File: src/rtl/core/ppdm_pkg.sv
// ----------------------------------------------------------------------------
// ppdm_pkg
// Shared types and constants for the periodic phase dependency map unit.
// ----------------------------------------------------------------------------
package ppdm_pkg;

    localparam int PHASE_W = 32;
    localparam int ENTRY_W = 17;
    localparam int IDX_W   = 10;
    localparam int CNT_W   = 16;
    localparam int DCNT_W  = 8;
    localparam int DIV_N_W = 31;
    localparam int DIV_D_W = 16;
    localparam int PROD_W  = 47;
    localparam int SUM_W   = 48;

    localparam logic [PHASE_W-1:0] MAX_PHASE = 32'h7FFF_FFFF;

    typedef enum logic [1:0] {
        MODE_WRITE   = 2'd0,
        MODE_MAP_DST = 2'd1,
        MODE_MAP_SRC = 2'd2,
        MODE_NONE    = 2'd3
    } t_mode;

    typedef enum logic [1:0] {
        CFG_INIT_SRC   = 2'd0,
        CFG_INIT_DST   = 2'd1,
        CFG_STEADY_SRC = 2'd2,
        CFG_STEADY_DST = 2'd3
    } t_cfg_reg;

    typedef enum logic [1:0] {
        RD_ITEM,
        RD_MID,
        RD_LOW
    } t_rd_sel;

    typedef enum logic [3:0] {
        S_IDLE,
        S_PREP,
        S_DIV,
        S_MUL,
        S_ITEM_RD,
        S_ITEM_FIN,
        S_SRCH,
        S_CMP,
        S_LAST,
        S_DONE
    } t_state;

    typedef struct packed {
        t_mode                      mode;
        logic [7:0]                 entry_index;
        logic [ENTRY_W-1:0]         entry_value;
        logic signed [PHASE_W-1:0]  phase;
    } t_in_item;

    typedef struct packed {
        logic signed [PHASE_W-1:0]  result_phase;
        logic                       early_message;
        logic                       out_of_range;
    } t_out_item;

    typedef struct packed {
        t_cfg_reg                   index;
        logic [CNT_W-1:0]           data;
    } t_cfg_item;

    typedef struct packed {
        logic       load_item;
        logic       prep;
        logic       set_special;
        logic       div_start;
        logic       take_div;
        t_rd_sel    rd_sel;
        logic       upd_bound;
        logic       fin_item;
        logic       fin_search;
        logic       load_out;
    } t_dp_cmd;

    typedef struct packed {
        logic       map_dst;
        logic       special;
        logic       need_div;
        logic       div_done;
        logic       search_more;
        logic       out_free;
    } t_dp_stat;

endpackage

File: src/rtl/core/ppdm_chan_if.sv
// ----------------------------------------------------------------------------
// ppdm_chan_if
// Valid/ready channel carrying one item of a given payload type.
// ----------------------------------------------------------------------------
interface ppdm_chan_if #(
    parameter type T = logic
);
    logic valid;
    logic ready;
    T     payload;

    modport source (output valid, output payload, input ready);
    modport sink   (input valid, input payload, output ready);
endinterface

File: src/rtl/core/ppdm_div.sv
// ----------------------------------------------------------------------------
// ppdm_div
// Restoring divider, one quotient bit per cycle, done pulse after last bit.
// ----------------------------------------------------------------------------
module ppdm_div (
    input  logic                            i_clk,
    input  logic                            i_rst_n,
    input  logic                            i_start,
    input  logic [ppdm_pkg::DIV_N_W-1:0]    i_dividend,
    input  logic [ppdm_pkg::DIV_D_W-1:0]    i_divisor,
    output logic                            o_done,
    output logic [ppdm_pkg::DIV_N_W-1:0]    o_quot,
    output logic [ppdm_pkg::DIV_D_W-1:0]    o_rem
);
    import ppdm_pkg::*;

    localparam int CW = $clog2(DIV_N_W);

    logic               r_busy;
    logic               r_done;
    logic [CW-1:0]      r_cnt;
    logic [DIV_N_W-1:0] r_q;
    logic [DIV_D_W-1:0] r_acc;
    logic [DIV_D_W-1:0] r_d;

    logic [DIV_D_W:0]   trial;
    logic [DIV_D_W:0]   diff;
    logic               fits;
    logic [DIV_D_W-1:0] n_acc;
    logic [DIV_N_W-1:0] n_q;

    always_comb begin
        trial = {r_acc, r_q[DIV_N_W-1]};
        diff  = trial - {1'b0, r_d};
        fits  = (trial >= {1'b0, r_d});
        n_acc = fits ? diff[DIV_D_W-1:0] : trial[DIV_D_W-1:0];
        n_q   = {r_q[DIV_N_W-2:0], fits};
    end

    always_ff @(posedge i_clk) begin
        if (!i_rst_n) begin
            r_busy <= 1'b0;
            r_done <= 1'b0;
            r_cnt  <= '0;
        end else begin
            r_done <= 1'b0;
            if (i_start) begin
                r_busy <= 1'b1;
                r_cnt  <= '0;
            end else if (r_busy) begin
                if (r_cnt == CW'(DIV_N_W - 1)) begin
                    r_busy <= 1'b0;
                    r_done <= 1'b1;
                end
                r_cnt <= r_cnt + 1'b1;
            end
        end
    end

    always_ff @(posedge i_clk) begin
        if (i_start) begin
            r_q   <= i_dividend;
            r_acc <= '0;
            r_d   <= i_divisor;
        end else if (r_busy) begin
            r_q   <= n_q;
            r_acc <= n_acc;
        end
    end

    assign o_done = r_done;
    assign o_quot = r_q;
    assign o_rem  = r_acc;

    a_rem_below_divisor: assert property (@(posedge i_clk) disable iff (!i_rst_n)
        r_done |-> (r_acc < r_d))
        else $error("divider remainder not below divisor");

endmodule

File: src/rtl/core/ppdm_dp.sv
// ----------------------------------------------------------------------------
// ppdm_dp
// Datapath: config registers, dependency table, divider, multiply, search
// bounds, result register.
// ----------------------------------------------------------------------------
module ppdm_dp #(
    parameter int TABLE_DEPTH = 256
) (
    input  logic                    i_clk,
    input  logic                    i_rst_n,
    input  ppdm_pkg::t_dp_cmd       i_cmd,
    output ppdm_pkg::t_dp_stat      o_stat,
    input  ppdm_pkg::t_in_item      i_item,
    input  logic                    i_cfg_we,
    input  ppdm_pkg::t_cfg_item     i_cfg,
    input  logic                    i_res_ready,
    output logic                    o_res_valid,
    output ppdm_pkg::t_out_item     o_res
);
    import ppdm_pkg::*;

    localparam int AW = (TABLE_DEPTH > 1) ? $clog2(TABLE_DEPTH) : 1;

    // configuration
    logic [CNT_W-1:0]   r_init_src;
    logic [DCNT_W-1:0]  r_init_dst;
    logic [CNT_W-1:0]   r_steady_src;
    logic [DCNT_W-1:0]  r_steady_dst;

    // item and working state
    t_mode              r_mode;
    logic [PHASE_W-1:0] r_phase;
    logic [IDX_W-1:0]   r_idx;
    logic [PHASE_W-1:0] r_s;
    logic [IDX_W-1:0]   r_lo;
    logic [IDX_W-1:0]   r_hi;
    logic [SUM_W-1:0]   r_add;
    logic [SUM_W-1:0]   r_sum;
    logic               r_early;
    logic               r_oor;

    // table
    logic [ENTRY_W-1:0] r_mem [TABLE_DEPTH];
    logic [ENTRY_W-1:0] r_rd_q;
    logic               r_rd_ok;

    // result
    logic               r_res_valid;
    t_out_item          r_res;

    logic               map_dst;
    logic [8:0]         base;
    logic [DCNT_W-1:0]  sd;
    logic [CNT_W-1:0]   ss;
    logic [17:0]        thr;
    logic [DIV_N_W-1:0] mag;
    logic [DIV_N_W-1:0] div_n;
    logic [DIV_D_W-1:0] div_d;
    logic               div_done;
    logic [DIV_N_W-1:0] div_q;
    logic [DIV_D_W-1:0] div_r;
    logic [CNT_W-1:0]   mf;
    logic [PROD_W-1:0]  prod;
    logic [IDX_W-1:0]   hi0;
    logic [IDX_W:0]     lohi_sum;
    logic [IDX_W-1:0]   mid;
    logic [IDX_W-1:0]   rd_idx;
    logic               rd_ok;
    logic [AW-1:0]      rd_addr;
    logic [ENTRY_W-1:0] rd_data;
    logic               sat;

    always_comb begin
        map_dst  = (r_mode == MODE_MAP_DST);
        base     = {1'b0, r_init_dst} + 9'd1;
        sd       = (r_steady_dst == '0) ? DCNT_W'(1) : r_steady_dst;
        ss       = (r_steady_src == '0) ? CNT_W'(1) : r_steady_src;
        thr      = 18'(r_init_src) + 18'(ss) + 18'd1;
        mag      = r_phase[DIV_N_W-1:0];
        div_n    = map_dst ? (mag - DIV_N_W'(base))
                           : (mag - DIV_N_W'(r_init_src) - DIV_N_W'(1));
        div_d    = map_dst ? DIV_D_W'(sd) : ss;
        mf       = map_dst ? r_steady_src : CNT_W'(r_steady_dst);
        prod     = PROD_W'(div_q) * PROD_W'(mf);
        hi0      = IDX_W'(r_init_dst) + IDX_W'(r_steady_dst);
        lohi_sum = {1'b0, r_lo} + {1'b0, r_hi};
        mid      = lohi_sum[IDX_W:1];
        case (i_cmd.rd_sel)
            RD_ITEM: rd_idx = r_idx;
            RD_MID:  rd_idx = mid;
            RD_LOW:  rd_idx = r_lo;
            default: rd_idx = r_idx;
        endcase
        rd_ok   = (32'(rd_idx) < TABLE_DEPTH);
        rd_addr = AW'(rd_idx);
        rd_data = r_rd_ok ? r_rd_q : '0;
        sat     = (r_sum > SUM_W'(MAX_PHASE));
    end

    always_comb begin
        o_stat.map_dst     = map_dst;
        o_stat.special     = map_dst ? r_phase[PHASE_W-1]
                                     : (r_phase[PHASE_W-1] || (r_phase == '0));
        o_stat.need_div    = map_dst ? (mag >= DIV_N_W'(base)) : (mag >= DIV_N_W'(thr));
        o_stat.div_done    = div_done;
        o_stat.search_more = ({1'b0, r_hi} > ({1'b0, r_lo} + (IDX_W+1)'(1)));
        o_stat.out_free    = !r_res_valid || i_res_ready;
    end

    ppdm_div u_div (
        .i_clk      (i_clk),
        .i_rst_n    (i_rst_n),
        .i_start    (i_cmd.div_start),
        .i_dividend (div_n),
        .i_divisor  (div_d),
        .o_done     (div_done),
        .o_quot     (div_q),
        .o_rem      (div_r)
    );

    always_ff @(posedge i_clk) begin
        if (!i_rst_n) begin
            r_init_src   <= '0;
            r_init_dst   <= '0;
            r_steady_src <= CNT_W'(1);
            r_steady_dst <= DCNT_W'(1);
        end else if (i_cfg_we) begin
            case (i_cfg.index)
                CFG_INIT_SRC:   r_init_src   <= i_cfg.data;
                CFG_INIT_DST:   r_init_dst   <= i_cfg.data[DCNT_W-1:0];
                CFG_STEADY_SRC: r_steady_src <= i_cfg.data;
                CFG_STEADY_DST: r_steady_dst <= i_cfg.data[DCNT_W-1:0];
                default: ;
            endcase
        end
    end

    always_ff @(posedge i_clk) begin
        if (i_cmd.load_item && (i_item.mode == MODE_WRITE)
                && (32'(i_item.entry_index) < TABLE_DEPTH)) begin
            r_mem[AW'(i_item.entry_index)] <= i_item.entry_value;
        end
        r_rd_q  <= r_mem[rd_addr];
        r_rd_ok <= rd_ok;
    end

    always_ff @(posedge i_clk) begin
        if (i_cmd.load_item) begin
            r_mode  <= i_item.mode;
            r_phase <= i_item.phase;
        end
        if (i_cmd.prep) begin
            r_add <= '0;
            r_idx <= IDX_W'(r_phase[7:0]);
            r_s   <= r_phase;
            r_lo  <= '0;
            r_hi  <= hi0;
        end
        if (i_cmd.take_div) begin
            r_add <= SUM_W'(prod);
            r_idx <= IDX_W'(div_r[7:0]) + IDX_W'(base);
            r_s   <= PHASE_W'(div_r) + PHASE_W'(r_init_src) + PHASE_W'(1);
        end
        if (i_cmd.upd_bound) begin
            if (PHASE_W'(rd_data) >= r_s) begin
                r_hi <= mid;
            end else begin
                r_lo <= mid;
            end
        end
        if (i_cmd.set_special) begin
            r_sum   <= map_dst ? '0 : SUM_W'(1);
            r_early <= !map_dst;
            r_oor   <= map_dst;
        end
        if (i_cmd.fin_item) begin
            r_sum   <= SUM_W'(rd_data) + r_add;
            r_early <= 1'b0;
            r_oor   <= 1'b0;
        end
        if (i_cmd.fin_search) begin
            r_sum   <= SUM_W'((PHASE_W'(rd_data) == r_s) ? r_lo : r_hi) + r_add;
            r_early <= 1'b0;
            r_oor   <= 1'b0;
        end
    end

    always_ff @(posedge i_clk) begin
        if (!i_rst_n) begin
            r_res_valid <= 1'b0;
        end else if (i_cmd.load_out) begin
            r_res_valid <= 1'b1;
        end else if (i_res_ready) begin
            r_res_valid <= 1'b0;
        end
    end

    always_ff @(posedge i_clk) begin
        if (i_cmd.load_out) begin
            r_res.result_phase  <= sat ? MAX_PHASE : r_sum[PHASE_W-1:0];
            r_res.early_message <= r_early;
            r_res.out_of_range  <= r_oor || sat;
        end
    end

    assign o_res_valid = r_res_valid;
    assign o_res       = r_res;

    a_bounds_ordered: assert property (@(posedge i_clk) disable iff (!i_rst_n)
        i_cmd.upd_bound |=> (r_lo < r_hi))
        else $error("search bounds crossed");

    a_result_nonneg: assert property (@(posedge i_clk) disable iff (!i_rst_n)
        r_res_valid |-> !r_res.result_phase[PHASE_W-1])
        else $error("mapped phase negative");

endmodule

File: src/rtl/core/ppdm_ctrl.sv
// ----------------------------------------------------------------------------
// ppdm_ctrl
// Sequencer: accepts items, steps division, table reads and the search.
// ----------------------------------------------------------------------------
module ppdm_ctrl (
    input  logic                i_clk,
    input  logic                i_rst_n,
    input  logic                i_in_valid,
    input  ppdm_pkg::t_mode     i_in_mode,
    output logic                o_in_ready,
    input  ppdm_pkg::t_dp_stat  i_stat,
    output ppdm_pkg::t_dp_cmd   o_cmd
);
    import ppdm_pkg::*;

    t_state r_state;
    t_state n_state;

    always_ff @(posedge i_clk) begin
        if (!i_rst_n) begin
            r_state <= S_IDLE;
        end else begin
            r_state <= n_state;
        end
    end

    always_comb begin
        n_state      = r_state;
        o_in_ready   = 1'b0;
        o_cmd        = '0;
        o_cmd.rd_sel = RD_ITEM;
        case (r_state)
            S_IDLE: begin
                o_in_ready      = 1'b1;
                o_cmd.load_item = i_in_valid;
                if (i_in_valid && (i_in_mode inside {MODE_MAP_DST, MODE_MAP_SRC})) begin
                    n_state = S_PREP;
                end
            end
            S_PREP: begin
                o_cmd.prep = 1'b1;
                if (i_stat.special) begin
                    o_cmd.set_special = 1'b1;
                    n_state = S_DONE;
                end else if (i_stat.need_div) begin
                    o_cmd.div_start = 1'b1;
                    n_state = S_DIV;
                end else if (i_stat.map_dst) begin
                    n_state = S_ITEM_RD;
                end else begin
                    n_state = S_SRCH;
                end
            end
            S_DIV: begin
                if (i_stat.div_done) begin
                    n_state = S_MUL;
                end
            end
            S_MUL: begin
                o_cmd.take_div = 1'b1;
                n_state = i_stat.map_dst ? S_ITEM_RD : S_SRCH;
            end
            S_ITEM_RD: begin
                o_cmd.rd_sel = RD_ITEM;
                n_state = S_ITEM_FIN;
            end
            S_ITEM_FIN: begin
                o_cmd.fin_item = 1'b1;
                n_state = S_DONE;
            end
            S_SRCH: begin
                if (i_stat.search_more) begin
                    o_cmd.rd_sel = RD_MID;
                    n_state = S_CMP;
                end else begin
                    o_cmd.rd_sel = RD_LOW;
                    n_state = S_LAST;
                end
            end
            S_CMP: begin
                o_cmd.rd_sel    = RD_MID;
                o_cmd.upd_bound = 1'b1;
                n_state = S_SRCH;
            end
            S_LAST: begin
                o_cmd.fin_search = 1'b1;
                n_state = S_DONE;
            end
            S_DONE: begin
                if (i_stat.out_free) begin
                    o_cmd.load_out = 1'b1;
                    n_state = S_IDLE;
                end
            end
            default: begin
                n_state = S_IDLE;
            end
        endcase
    end

    a_div_done_when_waiting: assert property (@(posedge i_clk) disable iff (!i_rst_n)
        i_stat.div_done |-> (r_state == S_DIV))
        else $error("divider finished outside wait state");

endmodule

File: src/rtl/core/periodic_phase_dependency_map_unit.sv
// ----------------------------------------------------------------------------
// periodic_phase_dependency_map_unit
// Maps destination phases to source phases and back through a dependency
// table covering init phases and one steady-state period.
//
//   channel  dir  payload                                   handshake
//   i_in     in   mode, entry_index, entry_value, phase     valid/ready
//   o_res    out  result_phase, early_message, out_of_range valid/ready
//   i_cfg    in   index, data                               valid/ready (ready=1)
//
// Writes (mode 0) and unused mode 3 give no result. Mode 1 reads its table
// entry directly inside the init region and uses the divider beyond it; mode 2
// uses the 31-bit bit-serial divider when needed, then a binary search of up to
// 9 steps, each a registered table read followed by a bound update.
// Reset is synchronous; table contents are undefined until written.
// A finished result waits in the output register; the next item is accepted
// while it waits.
// ----------------------------------------------------------------------------
module periodic_phase_dependency_map_unit #(
    parameter int TABLE_DEPTH = 256
) (
    input  logic        i_clk,
    input  logic        i_rst_n,
    ppdm_chan_if.sink   i_in,
    ppdm_chan_if.source o_res,
    ppdm_chan_if.sink   i_cfg
);
    import ppdm_pkg::*;

    t_dp_cmd  cmd;
    t_dp_stat stat;
    t_in_item in_item;
    t_cfg_item cfg_item;
    t_out_item res_item;
    logic     in_ready;
    logic     res_valid;

    assign in_item    = i_in.payload;
    assign cfg_item   = i_cfg.payload;
    assign i_in.ready = in_ready;
    assign i_cfg.ready = 1'b1;
    assign o_res.valid   = res_valid;
    assign o_res.payload = res_item;

    ppdm_ctrl u_ctrl (
        .i_clk      (i_clk),
        .i_rst_n    (i_rst_n),
        .i_in_valid (i_in.valid),
        .i_in_mode  (in_item.mode),
        .o_in_ready (in_ready),
        .i_stat     (stat),
        .o_cmd      (cmd)
    );

    ppdm_dp #(
        .TABLE_DEPTH (TABLE_DEPTH)
    ) u_dp (
        .i_clk       (i_clk),
        .i_rst_n     (i_rst_n),
        .i_cmd       (cmd),
        .o_stat      (stat),
        .i_item      (in_item),
        .i_cfg_we    (i_cfg.valid),
        .i_cfg       (cfg_item),
        .i_res_ready (o_res.ready),
        .o_res_valid (res_valid),
        .o_res       (res_item)
    );

endmodule
File: src/flat_wrapper.sv
// flat-port wrapper written by rule: the top's interface ports become plain ports
module periodic_phase_dependency_map_unit_flat import ppdm_pkg::*;
#(
    parameter int TABLE_DEPTH = 256
)
  (i_clk, i_rst_n, i_in_valid, i_in_payload, i_in_ready, o_res_valid, o_res_payload, o_res_ready, i_cfg_valid, i_cfg_payload, i_cfg_ready);
  ppdm_chan_if i_in_i ();
  ppdm_chan_if o_res_i ();
  ppdm_chan_if i_cfg_i ();
  input  logic i_clk;
  input  logic i_rst_n;
  input wire logic [$bits(i_in_i.valid)-1:0] i_in_valid;
  input wire logic [$bits(i_in_i.payload)-1:0] i_in_payload;
  output wire logic [$bits(i_in_i.ready)-1:0] i_in_ready;
  output wire logic [$bits(o_res_i.valid)-1:0] o_res_valid;
  output wire logic [$bits(o_res_i.payload)-1:0] o_res_payload;
  input wire logic [$bits(o_res_i.ready)-1:0] o_res_ready;
  input wire logic [$bits(i_cfg_i.valid)-1:0] i_cfg_valid;
  input wire logic [$bits(i_cfg_i.payload)-1:0] i_cfg_payload;
  output wire logic [$bits(i_cfg_i.ready)-1:0] i_cfg_ready;
  assign i_in_i.valid = i_in_valid;
  assign i_in_i.payload = i_in_payload;
  assign i_in_ready = i_in_i.ready;
  assign o_res_valid = o_res_i.valid;
  assign o_res_payload = o_res_i.payload;
  assign o_res_i.ready = o_res_ready;
  assign i_cfg_i.valid = i_cfg_valid;
  assign i_cfg_i.payload = i_cfg_payload;
  assign i_cfg_ready = i_cfg_i.ready;
  periodic_phase_dependency_map_unit #(.TABLE_DEPTH(TABLE_DEPTH)) u_core (.i_clk(i_clk), .i_rst_n(i_rst_n), .i_in(i_in_i), .o_res(o_res_i), .i_cfg(i_cfg_i));
endmodule
File: config.mk
export PLATFORM = sky130hd
export DESIGN_NAME = periodic_phase_dependency_map_unit_flat
export DESIGN_NICKNAME = d
export VERILOG_FILES = /design/src/rtl/core/ppdm_pkg.sv /design/src/rtl/core/ppdm_chan_if.sv /design/src/rtl/core/ppdm_div.sv /design/src/rtl/core/ppdm_dp.sv /design/src/rtl/core/ppdm_ctrl.sv /design/src/rtl/core/periodic_phase_dependency_map_unit.sv /design/src/flat_wrapper.sv
export SDC_FILE = /design/constraint.sdc
export NUM_CORES = 1
export LEC_CHECK = 0
export ABC_AREA = 1
export BUFFER_PORTS_ARGS = -buffer_cell sky130_fd_sc_hd__buf_4
export CAP_MARGIN = 0
export CORE_ASPECT_RATIO = 0.7
export CORE_UTILIZATION = 30
export DETAILED_ROUTE_END_ITERATION = 8
export MAX_ROUTING_LAYER = met4
export PLACE_DENSITY = 0.53
export SETUP_SLACK_MARGIN = 0.15
export SLEW_MARGIN = 20
export SYNTH_ARGS = -nofsm -noshare
export SYNTH_HDL_FRONTEND = slang
export SYNTH_MEMORY_MAX_BITS = 65536
export SYNTH_SLANG_ARGS = --single-unit
File: constraint.sdc
create_clock -name i_clk -period 4.5 [get_ports i_clk]
set_input_delay 0.225 -clock i_clk [delete_from_list [all_inputs] [get_ports i_clk]]
set_output_delay 0.225 -clock i_clk [all_outputs]
set_load 0.03 [all_outputs]
## Word-level counts from Yosys, hierarchy flattened

Index checks and enable logic that the tools add are counted.

- Add/sub/neg operators: 13
- Magnitude comparators: 6
- Eq/ne operators: 15
- Muxes and demuxes: 47
- Bitwise logic cells: 3
- Reduce and logical (&&, ||, !) cells: 13

Operator list:

| cell | count |
|---|---|
| 48-bit 2-to-1 mux | 3 |
| 31-bit 2-to-1 mux | 4 |
| 10-bit 2-to-1 mux | 9 |
| 32-bit 2-to-1 mux | 2 |
| 48-bit by 31-bit greater-than comparator with 1-bit output, second input constant | 1 |
| 10-bit by 31-bit adder with 32-bit output | 1 |
| 17-bit by 31-bit adder with 32-bit output | 1 |
| 17-bit by 32-bit equality test with 1-bit output | 1 |
| 17-bit by 32-bit >= comparator with 1-bit output | 1 |
| 32-bit logical NOT | 1 |
| 4-bit one-hot mux with 8 select lines | 1 |
| 10-bit one-hot mux with 2 select lines | 1 |
| 17-bit by 1-bit adder with 18-bit output, second input constant | 1 |
| 16-bit by 1-bit adder with 17-bit output | 1 |
| 17-bit by 1-bit >= comparator with 1-bit output, second input constant | 1 |
| 1-bit 2-to-1 mux | 17 |
| 17-bit 2-to-1 mux | 1 |
| 4-bit by 3-bit equality test with 1-bit output, second input constant | 4 |
| 16-bit 2-to-1 mux | 1 |
| 4-bit 2-to-1 mux | 4 |
| 16-bit by 1-bit subtractor with 16-bit output, second input constant | 1 |
| 10-bit by 1-bit adder with 11-bit output, second input constant | 1 |
| 10-bit by 10-bit adder with 11-bit output | 1 |
| 10-bit by 11-bit greater-than comparator with 1-bit output | 1 |
| 28 further kinds | 37 |

- Register bits after elaboration: 221
- Input bits: 7
- Output and inout bits: 4
- Word-level logic and storage cells: 115

## Longest topological paths before layout

- Word-level depth: 9
- Mapped depth: 17
- Mapped depth without buffers: 17

## Cells and area by module

A second synthesis with hierarchy kept.

- Cells, all modules: 22947
- Area total of the unflattened synthesis: 225919.2 um^2

Modules (own cells, without submodules):

| module | instances | cells each | area an instance (um^2) | seq. area each (um^2) |
|---|---|---|---|---|
| ppdm_dp | 1 | 22366 | 221409.8 | 138623.0 |
| ppdm_div | 1 | 510 | 4066.4 | 1871.8 |
| ppdm_ctrl | 1 | 68 | 427.9 | 80.1 |
| periodic_phase_dependency_map_unit | 1 | 3 | 15.0 | 0.0 |

## Worst setup path before layout

No wires, ideal clock.

- Path kind: flip-flop to flip-flop
- Start: reg u_core.u_ctrl.r_state[2]
- End: reg u_core.u_dp.r_add[0], enable pin
- Library setup time: 0.453 ns
- Arrival time: 2.552 ns
- Data required time: 4.047 ns
- Slack: 1.494 ns
- Cell stages (with the launch flop): 4
- Buffers on the path: 0
- Clock period less this slack: 3.006 ns
- Cell sequence: dfxtp_1 -> nor2_1 -> inv_2 -> nor2_1

- Word-level cells in the longest chain between the ends: 3
- Elaborated cells between the ends (all ways): 5
- Classes of those cells: eq/ne (2); mux (2); reduce/logical (1)

Ends and longest elaborated chain:

| what | line | source |
|---|---|---|
| start: declaration | ppdm_ctrl.sv:16 | `t_state r_state;` |
| start signal: assignment | ppdm_ctrl.sv:23 | `r_state <= n_state;` |
| 4-bit by 2-bit equality test with 1-bit output / 4-bit by 1-bit equality test with 1-bit output (equally long branches) | ppdm_ctrl.sv:32 | `case (r_state)` |
| 1-bit 2-to-1 mux / 3-bit 2-to-1 mux (equally long branches) | ppdm_ctrl.sv:32 |  |
| 2-bit nonzero test (no source line) * | n/a |  |
| end signal: assignment | ppdm_dp.sv:160 | `r_add <= SUM_W'(prod);` |
| end: declaration | ppdm_dp.sv:37 | `logic [SUM_W-1:0] r_add;` |

Every way passes the cells marked *; elsewhere a longest branch is shown, timed or not.
A chain may end at the register's enable or synchronous reset.

## Worst setup path in the final report

- Start: reg u_core.u_dp.r_s[8]
- End: reg u_core.u_dp.r_sum[31] (data pin)

- Word-level cells in the longest chain between the ends: 4

Ends and longest elaborated chain:

| what | line | source |
|---|---|---|
| start: declaration | ppdm_dp.sv:34 | `logic [PHASE_W-1:0] r_s;` |
| start signal: assignment | ppdm_dp.sv:155 | `r_s <= r_phase;` |
| start signal: assignment | ppdm_dp.sv:162 | `r_s <= PHASE_W'(div_r) + PHASE_W'(r_init_src) + PHASE_W'(1);` |
| 17-bit by 32-bit equality test with 1-bit output | ppdm_dp.sv:182 | `r_sum <= SUM_W'((PHASE_W'(rd_data) == r_s) ? r_lo : r_hi) + r_add;` |
| 10-bit 2-to-1 mux | ppdm_dp.sv:182 |  |
| 10-bit by 31-bit adder with 32-bit output | ppdm_dp.sv:182 |  |
| 48-bit 2-to-1 mux | ppdm_dp.sv:181 | `if (i_cmd.fin_search) begin` |
| end signal: assignment | ppdm_dp.sv:172 | `r_sum <= map_dst ? '0 : SUM_W'(1);` |
| end signal: assignment | ppdm_dp.sv:177 | `r_sum <= SUM_W'(rd_data) + r_add;` |
| end signal: assignment | ppdm_dp.sv:182 |  |
| end: declaration | ppdm_dp.sv:38 | `logic [SUM_W-1:0] r_sum;` |

No other way between the ends.

==> out/qor.csv <==
stage,metric,value,unit
run_status,status,completed,
sta,finClkSkew,0.0103,ns
worst_setup_path,endpoint_kind,flop,
global_routing,grtUsageTotal,0.130,
sta,rsz0062_at_grt,false,
sta,period_needed,2.74,ns
placement,dp_hpwl,9980,um
sta,post-route-period-util,0.610,
yosys,synth_area,6810,sq um
global_routing,grt-ovfl-total,0,
yosys,async_flop_share,0,
routing,ant_nets,0,
pwr,power_leakage,3.57,nW
global_routing,grt_max_degree,54,
pwr,irDropWorstVdd,0.000245,V
clocking,clk_path_buf_depth,2,
sta,relSlewSlack,0.486,
yosys,synth_cells,745,
routing,first_iter_violations,355,
yosys,ys_ff_latch,131,
sta,finalSetupTns,0,ns
global_routing,grt_pass1_vias,4307,
global_routing,grt_pass1_wl,22600,um
clocking,cts_sinks,131,
global_routing,antenna_found_initial,0,
worst_hold_path,worstHoldPathType,primary input to flop,
yosys,synth_cell_types,46,
sta,fmax,364,MHz
yosys,synth_nets,790,
clocking,clkLatencyLatePin,0.41,ns
placement,placed_area,7180,sq um
clocking,cts_root_buf,clkbuf_16,
job,maxCapViolations,0,
floorplan,initial_core_util,0.310,
routing,first_pass_iters,4,
floorplan,coreArea,22000,sq um
clocking,holdBufCountCts,1,
sta,setup_viol,0,
sta,fin_hold_ws,0.0547,ns
finish,final_common_cell,nand2_1,
yosys,yosys_most_used_dff,edfxtp_1,
floorplan,die_h,128,um
routing,routed_wirelength,13800,um
finish,nNetsFinal,808,
finish,design_area,7760,sq um
worst_setup_path,worst-path-max-fanout,20,
worst_setup_path,arrival,2.91,ns
placement,gp_congestion,0.828,
yosys,ys_warn_count,0,
yosys,synth_edf_count,98,
routing,routedWlPerCell,13.0,um
yosys,synth.avg_cell_area,9.14,sq um
worst_setup_path,cp.required,4.66,ns
clocking,cts_resized,0,
clocking,cts_buffers,17,
clocking,cts_setup_buffers,0,
routing,drc_errors,0,
worst_setup_path,r2r_cells,13,
placement,port_buffers,9,
floorplan,dieWidth,182,um
sta,worstMarginPinSlew,0.769,ns
routing,vias_per_cell,4.45,
worst_setup_path,path_class,flop to flop,
finish,drive_above_1_share,0.105,
clocking,htree_levels,4,
finish,final_cell_mix,"nand2_1 (136), inv_1 (116), nor2_1 (99)",
routing,dr_total_vias,4706,
floorplan,ioPinCount,11,
finish,diodes,0,
yosys,ys_seq_area_frac,0.529,
floorplan,fp.dieArea,23300,sq um
clocking,cts.clk_slew.worst_paths,0.05,ns
floorplan,rows,45,
sta,hold_viol_final,0,
finish,fillers,2226,
worst_setup_path,start_kind,flop,
sta,drv_slew,0,
finish,syn_to_final_growth,13.9,%
pwr,p_per_area,345,nW/um^2
worst_hold_path,worstHoldPathCells,3,
clocking,cts_tree,yes,
flip-flops by register name, indices dropped and copies added, names as in the netlist, 4 cells and up:
register and cells:
u_core.u_dp.r_s 17, u_core.u_dp.u_div.r_cnt 5, u_core.u_dp.u_div.o_rem 16, u_core.u_dp.u_div.o_quot 31
u_core.u_dp.r_hi 10, u_core.u_dp.r_lo 10, u_core.u_ctrl.r_state 4, u_core.u_dp.r_add 31
where the power goes:
part	leakage (nW)	switching, mW	internal (mW)
Combinational	2.10	0.0196	0.0147
Sequential	1.20	0.00405	1.29
Clock	0.277	0.496	0.859
layout make-up:
| class | instances | area [sq um] | share of cell area |
|---|---|---|---|
| Clock buffer | 19 | 433 | 0.0558 |
| Sequential cell | 131 | 3600 | 0.465 |
| Tap cell | 282 | 353 | 0.0455 |
| Inverter | 127 | 483 | 0.0622 |
| Clock inverter | 12 | 140 | 0.0181 |
| Timing Repair Buffer | 13 | 100 | 0.0129 |
| Multi-Input combinational cell | 473 | 2650 | 0.341 |
worst max-delay path: stages, from the launching register on:
cell,delay (ns)
edfxtp_1,0.35
or2_0,0.24
nor4_2,0.25
nand3_2,0.39
o21ai_0,0.40
ha_1,0.29
nand2_1,0.08
o21ai_1,0.07
nor2_1,0.11
o21bai_1,0.09
nand2_1,0.08
nand2_2,0.04
nand3_1,0.07
nor2_1,0.04
per-layer routing:
metal / up-vias / share of wire / GRT usage
met5: - / 0 / -
met4: 0 / 0.0052 / 0.0430
met3: 6 / 0.041 / 0.0301
met2: 86 / 0.38 / 0.160
met1: 2147 / 0.58 / 0.201
li1: 2467 / - / -
Yosys cell counts, types with 6 or more instances:
cell / count / area share
dfxtp_1: 33 / 0.097
edfxtp_1: 98 / 0.43
nand2_2: 6 / 0.0055
xnor2_1: 6 / 0.0077
nand3_1: 40 / 0.029
inv_1: 116 / 0.064
o21ai_0: 30 / 0.022
xor2_1: 20 / 0.026
a21oi_1: 32 / 0.024
nor3_1: 9 / 0.0066
nand4_1: 9 / 0.0083
nand2_1: 136 / 0.075
nor3_2: 8 / 0.012
nor2_2: 6 / 0.0055
ha_1: 37 / 0.068
inv_2: 8 / 0.0044
nor2_1: 100 / 0.055
logic make-up after synthesis:
| family | share of synthesized area |
|---|---|
| compound gates | 0.0676 |
| xor+xnor | 0.0334 |
| fa+ha+maj | 0.0709 |
| buf+inv | 0.0836 |
| flops | 0.529 |
| other cells | 0.000551 |
| simple gates | 0.215 |
worst paths after layout:
path                               startpoint                            to  slack (ns)
setup reg to reg           u_core.u_dp.r_s[8]         u_core.u_dp.r_sum[31]        1.76
setup / recovery           u_core.u_dp.r_s[8]         u_core.u_dp.r_sum[31]        1.76
hold reg to reg   u_core.u_dp.u_div.o_quot[9]  u_core.u_dp.u_div.o_quot[10]        0.45
hold / removal                  i_cfg_payload     u_core.u_dp.r_init_src[0]        0.05
metrics by stage:
| stage | std cells | util | setup WS, ns | power, mW |
|---|---|---|---|---|
| after floorplan | 745 | - | 1.49 | 1.34 |
| after global placement | 1025 | 0.327 | 1.86 | 1.35 |
| after detailed placement | 1025 | 0.327 | 1.74 | 1.35 |
| after CTS | 1057 | 0.353 | 1.72 | 2.71 |
| after global routing | 1057 | 0.353 | 1.46 | 2.77 |
| final | 1057 | 0.353 | 1.76 | 2.68 |
Power figures use the tool's default switching activity.
